File: config.mk
export PLATFORM = sky130hd
export DESIGN_NAME = bfq_ram
export DESIGN_NICKNAME = d
export VERILOG_FILES = /design/src/hdl/bfq_pkg.sv /design/src/hdl/bfq_ram.sv
export SDC_FILE = /design/constraint.sdc
export NUM_CORES = 2
export LEC_CHECK = 0
export BUFFER_PORTS_ARGS = -buffer_cell sky130_fd_sc_hd__buf_2
export CAP_MARGIN = 20
export CORE_UTILIZATION = 50
export CTS_CLUSTER_SIZE = 40
export DETAILED_ROUTE_END_ITERATION = 8
export PLACE_DENSITY = 0.73
export SYNTH_ARGS = -nofsm -noshare
export SYNTH_HDL_FRONTEND = slang
export SYNTH_SLANG_ARGS = --single-unit
export TNS_END_PERCENT = 30
File: constraint.sdc
create_clock -name clk -period 5.9 [get_ports clk]
set_input_delay 0.885 -clock clk [delete_from_list [all_inputs] [get_ports clk]]
set_output_delay 0.885 -clock clk [all_outputs]
set_load 0.05 [all_outputs]
File: src/hdl/bfq_pkg.sv
// shared widths, operation codes and status codes of the bounded fifo
package bfq_pkg;

    localparam int DATA_W    = 64;
    localparam int OP_W      = 3;
    localparam int ST_W      = 3;
    localparam int OCC_W     = 7;
    localparam int CAP_W     = 7;
    localparam int DEPTH_DEF = 64;

    localparam logic [CAP_W-1:0] CAP_RESET = 7'd64;

    typedef logic [OP_W-1:0]   op_t;
    typedef logic [ST_W-1:0]   status_t;
    typedef logic [DATA_W-1:0] data_t;
    typedef logic [OCC_W-1:0]  occ_t;
    typedef logic [CAP_W-1:0]  cap_t;

    localparam op_t OP_PUSH     = 3'd0;
    localparam op_t OP_POP      = 3'd1;
    localparam op_t OP_POP_PUSH = 3'd2;
    localparam op_t OP_REMOVE   = 3'd3;
    localparam op_t OP_CLEAR    = 3'd4;

    localparam status_t ST_OK             = 3'd0;
    localparam status_t ST_FULL           = 3'd1;
    localparam status_t ST_EMPTY          = 3'd2;
    localparam status_t ST_EMPTY_INSERTED = 3'd3;
    localparam status_t ST_NO_MATCH       = 3'd4;

endpackage

File: src/hdl/bfq_ram.sv
// member store: one write port, one registered read port
module bfq_ram #(
    parameter int DEPTH = bfq_pkg::DEPTH_DEF,
    parameter int AW    = 6
) (
    input  logic                       clk,
    input  logic                       we,
    input  logic [AW-1:0]              waddr,
    input  logic [bfq_pkg::DATA_W-1:0] wdata,
    input  logic                       re,
    input  logic [AW-1:0]              raddr,
    output logic [bfq_pkg::DATA_W-1:0] rdata
);
    import bfq_pkg::*;

    data_t mem [DEPTH];
    data_t rdata_reg;

    always_ff @(posedge clk)
    begin
        if (we)
        begin
            mem[waddr] <= wdata;
        end
        // read data holds while no read is issued
        if (re)
        begin
            rdata_reg <= mem[raddr];
        end
    end

    assign rdata = rdata_reg;

endmodule

==> impl_metrics.json <==
{
  "status": "finished clean",
  "ioPinCount": 143,
  "firstDrtPassIters": 5,
  "synth_top_cell_area_share_pct": 79.6,
  "largest_reg_flops": 4096,
  "yosys_warnings": 0,
  "synth_ff_type": "edfxtp_1",
  "setup_viol": 0,
  "rsz0062_at_grt": "no",
  "p_switching_uw": 12800,
  "htreeDepth": 5,
  "track_usage_pct": 25.8,
  "synth_edf_count": 4160,
  "pwr-share-comb_pct": 4.8,
  "dp.cells": 10737,
  "slew_headroom_pct": 9.69,
  "overflow": 0,
  "rr_worst_depth": 5,
  "grt_pass1_wl_um": 575000,
  "peakVddDrop_uv": 305,
  "wl_met1_um": 146000,
  "min_path_cells": 1,
  "syn_to_final_growth_pct": 13.1,
  "fin_ws_ps": 2540,
  "final_cell_area_um2": 178000,
  "min_to": "mem[23][45]",
  "grt_max_degree": 105,
  "timing.fmax_mhz": 297,
  "synth_area_leaders": "edfxtp_1 (80%), mux4_2 (15%), mux2i_1 (0.86%), a22oi_1 (0.80%), buf_2 (0.54%)",
  "cts_resized": 0,
  "pre_cts_slack_ps": 1750,
  "layout-drive-gt1-share_pct": 28.4,
  "fp.dieW_um": 562,
  "gp_congestion": 0.811,
  "min_from": "wdata[45]",
  "wl_per_cell_um": 35.6,
  "placed_area_um2": 164000,
  "drt-vias-per-instance": 6.65,
  "drtIter0Drc": 10713,
  "skew_ps": 51.6,
  "ys_top_cells_by_count": "edfxtp_1 (4160), mux4_2 (1024), buf_2 (170)",
  "reg2reg_slack_ps": 3810,
  "cts_tree": "yes",
  "syn_area_um2": 157000,
  "synth_most_common_cell": "edfxtp_1",
  "p_leak_uw": 0.0550,
  "drcViolationCount": 0,
  "finalCritPeriodShare_pct": 57.0,
  "cts_buffers": 391,
  "worst_hold_slack_ps": 252,
  "io_buffer_count": 142,
  "cp-start-kind": "primary input",
  "path_class": "in -> reg",
  "clk_path_buf_depth": 4,
  "critPathCaptureType": "flop",
  "ys_types": 32,
  "worstHoldPathType": "in -> reg",
  "route.met2.wl_um": 197000,
  "clk_latency_ps": 930,
  "rows": 205,
  "post-cts-setup-buffers": 0,
  "syn_inst": 6598,
  "r2r_start": "mem[55][5]",
  "total_power_uw": 60800,
  "cap_violations": 0,
  "clk_pin_slew_ps": 60,
  "syn-mean-instance-area_um2": 23.8,
  "timing.final.crit_period_ps": 3360,
  "die_h_um": 562,
  "cp_data_arrival_time_ps": 3970,
  "routed-via-count": 76362,
  "powerDensity_nw_per_um2": 342,
  "holdBufCountCts": 0,
  "yosys_register_bits": 4160,
  "yosysTopAreaCell": "edfxtp_1",
  "grt_pass1_vias": 76766,
  "yosysSeqAreaShare_pct": 79.6,
  "totalWireLength_um": 409000,
  "cts-root-buf": "clkbuf_16",
  "cp.required_ps": 6500,
  "power.internal_uw": 47900,
  "top_layer_used": "met5",
  "num-nets-final": 7091,
  "p_seq_share_pct": 54.2,
  "async_flop_share_pct": 0,
  "timing.rr.end": "rdata[5]",
  "hold_viol_final": 0,
  "critPathMaxFanout": 93,
  "dieArea_um2": 316000,
  "clkPwrFrac_pct": 41.0,
  "slew_viol_final": 0,
  "tightest_slew_ps": 1350,
  "antenna_found_initial": 37,
  "sw_frac_of_total_pct": 21.1,
  "final_cell_count_no_fill": 11485,
  "cts_num_sinks": 4160,
  "dp_hpwl_um": 213000,
  "initial_core_util_pct": 50.3,
  "wl_met3_um": 48000,
  "drtAntennaViolNets": 0,
  "synthesis.nets": 6677,
  "core_area_um2": 312000
}
[placed cells by master, fill, tap and decap left out, drive strengths merged]
| cell | count |
|---|---|
| and2 | 3 |
| a31o | 1 |
| nand2 | 58 |
| o22ai | 83 |
| a2bb2oi | 19 |
| nor3 | 2 |
| or2 | 28 |
| nor2 | 112 |
| nor2b | 28 |
| mux2i | 135 |
| nand2b | 11 |
| a41oi | 26 |
| a211oi | 63 |
| a22o | 88 |
| edfxtp | 4160 |
| bufinv | 41 |
| o221ai | 38 |
| diode | 19 |
| nand4 | 2 |
| mux4 | 1024 |
| nand3b | 2 |
| inv | 34 |
| a22oi | 168 |
| nand4b | 1 |
| and3 | 64 |
| a31oi | 18 |
| or3b | 1 |
| buf | 391 |
| clkinvlp | 25 |
| clkbuf | 455 |
| clkinv | 171 |
| or3 | 29 |
| nand3 | 45 |
[cells by family after synthesis]
kind of cell	count (synthesis)	share of synthesized area, %
flops	4160	79.6
mux	1159	15.6
compound gates	504	2.47
buf+inv	389	1.18
simple gates	386	1.23
[power groups by stage]
stage | combinational [uW] | clock (uW) | sequential, uW
after floorplan | 1530 | 0 | 33600
after global placement | 2770 | 0 | 33500
after detailed placement | 2850 | 0 | 33600
after CTS | 2860 | 25100 | 32900
after global routing | 3040 | 26200 | 32900
final | 2900 | 24900 | 32900
[critical path, cell delays in order]
cell,delay [ps]
buf_8,580
and2_4,660
buf_12,470
a22o_1,240
nor2_1,120
a211oi_1,680
[layer usage]
| layer | track usage (%) | vias up |
|---|---|---|
| li1 | - | 29384 |
| met1 | 35.2 | 40592 |
| met2 | 41.5 | 5476 |
| met3 | 5.26 | 900 |
| met4 | 9.64 | 10 |
| met5 | 0 | - |
[worst max-delay path by stage]
stage | startpoint | endpoint
2_1_floorplan | waddr[3] | mem[49][0]
3_3_place_gp | raddr[2] | rdata[3]
3_5_place_dp | raddr[2] | rdata[3]
4_1_cts | raddr[2] | rdata[3]
5_1_grt | raddr[2] | rdata[3]
6_report | raddr[2] | rdata[3]
[through the flow]
stage               setup TNS, ps  utilization [%]
global placement                0             52.6
global route                    0             56.9
CTS                             0             56.7
floorplan                  -26550                -
finish                          0             56.9
detailed placement              0             52.7
[layout make-up]
cell class / instances / area [um^2]
flip-flops and latches: 4160 / 125000
fillers: 21432 / 135000
multi-input cells: 2049 / 30800
clock buffers: 455 / 10100
well taps: 4140 / 5180
inverters: 19 / 71.3
repair buffers: 391 / 3900
clock inverters: 252 / 2490
diodes: 19 / 47.5
(Power assumes the default switching activity.)
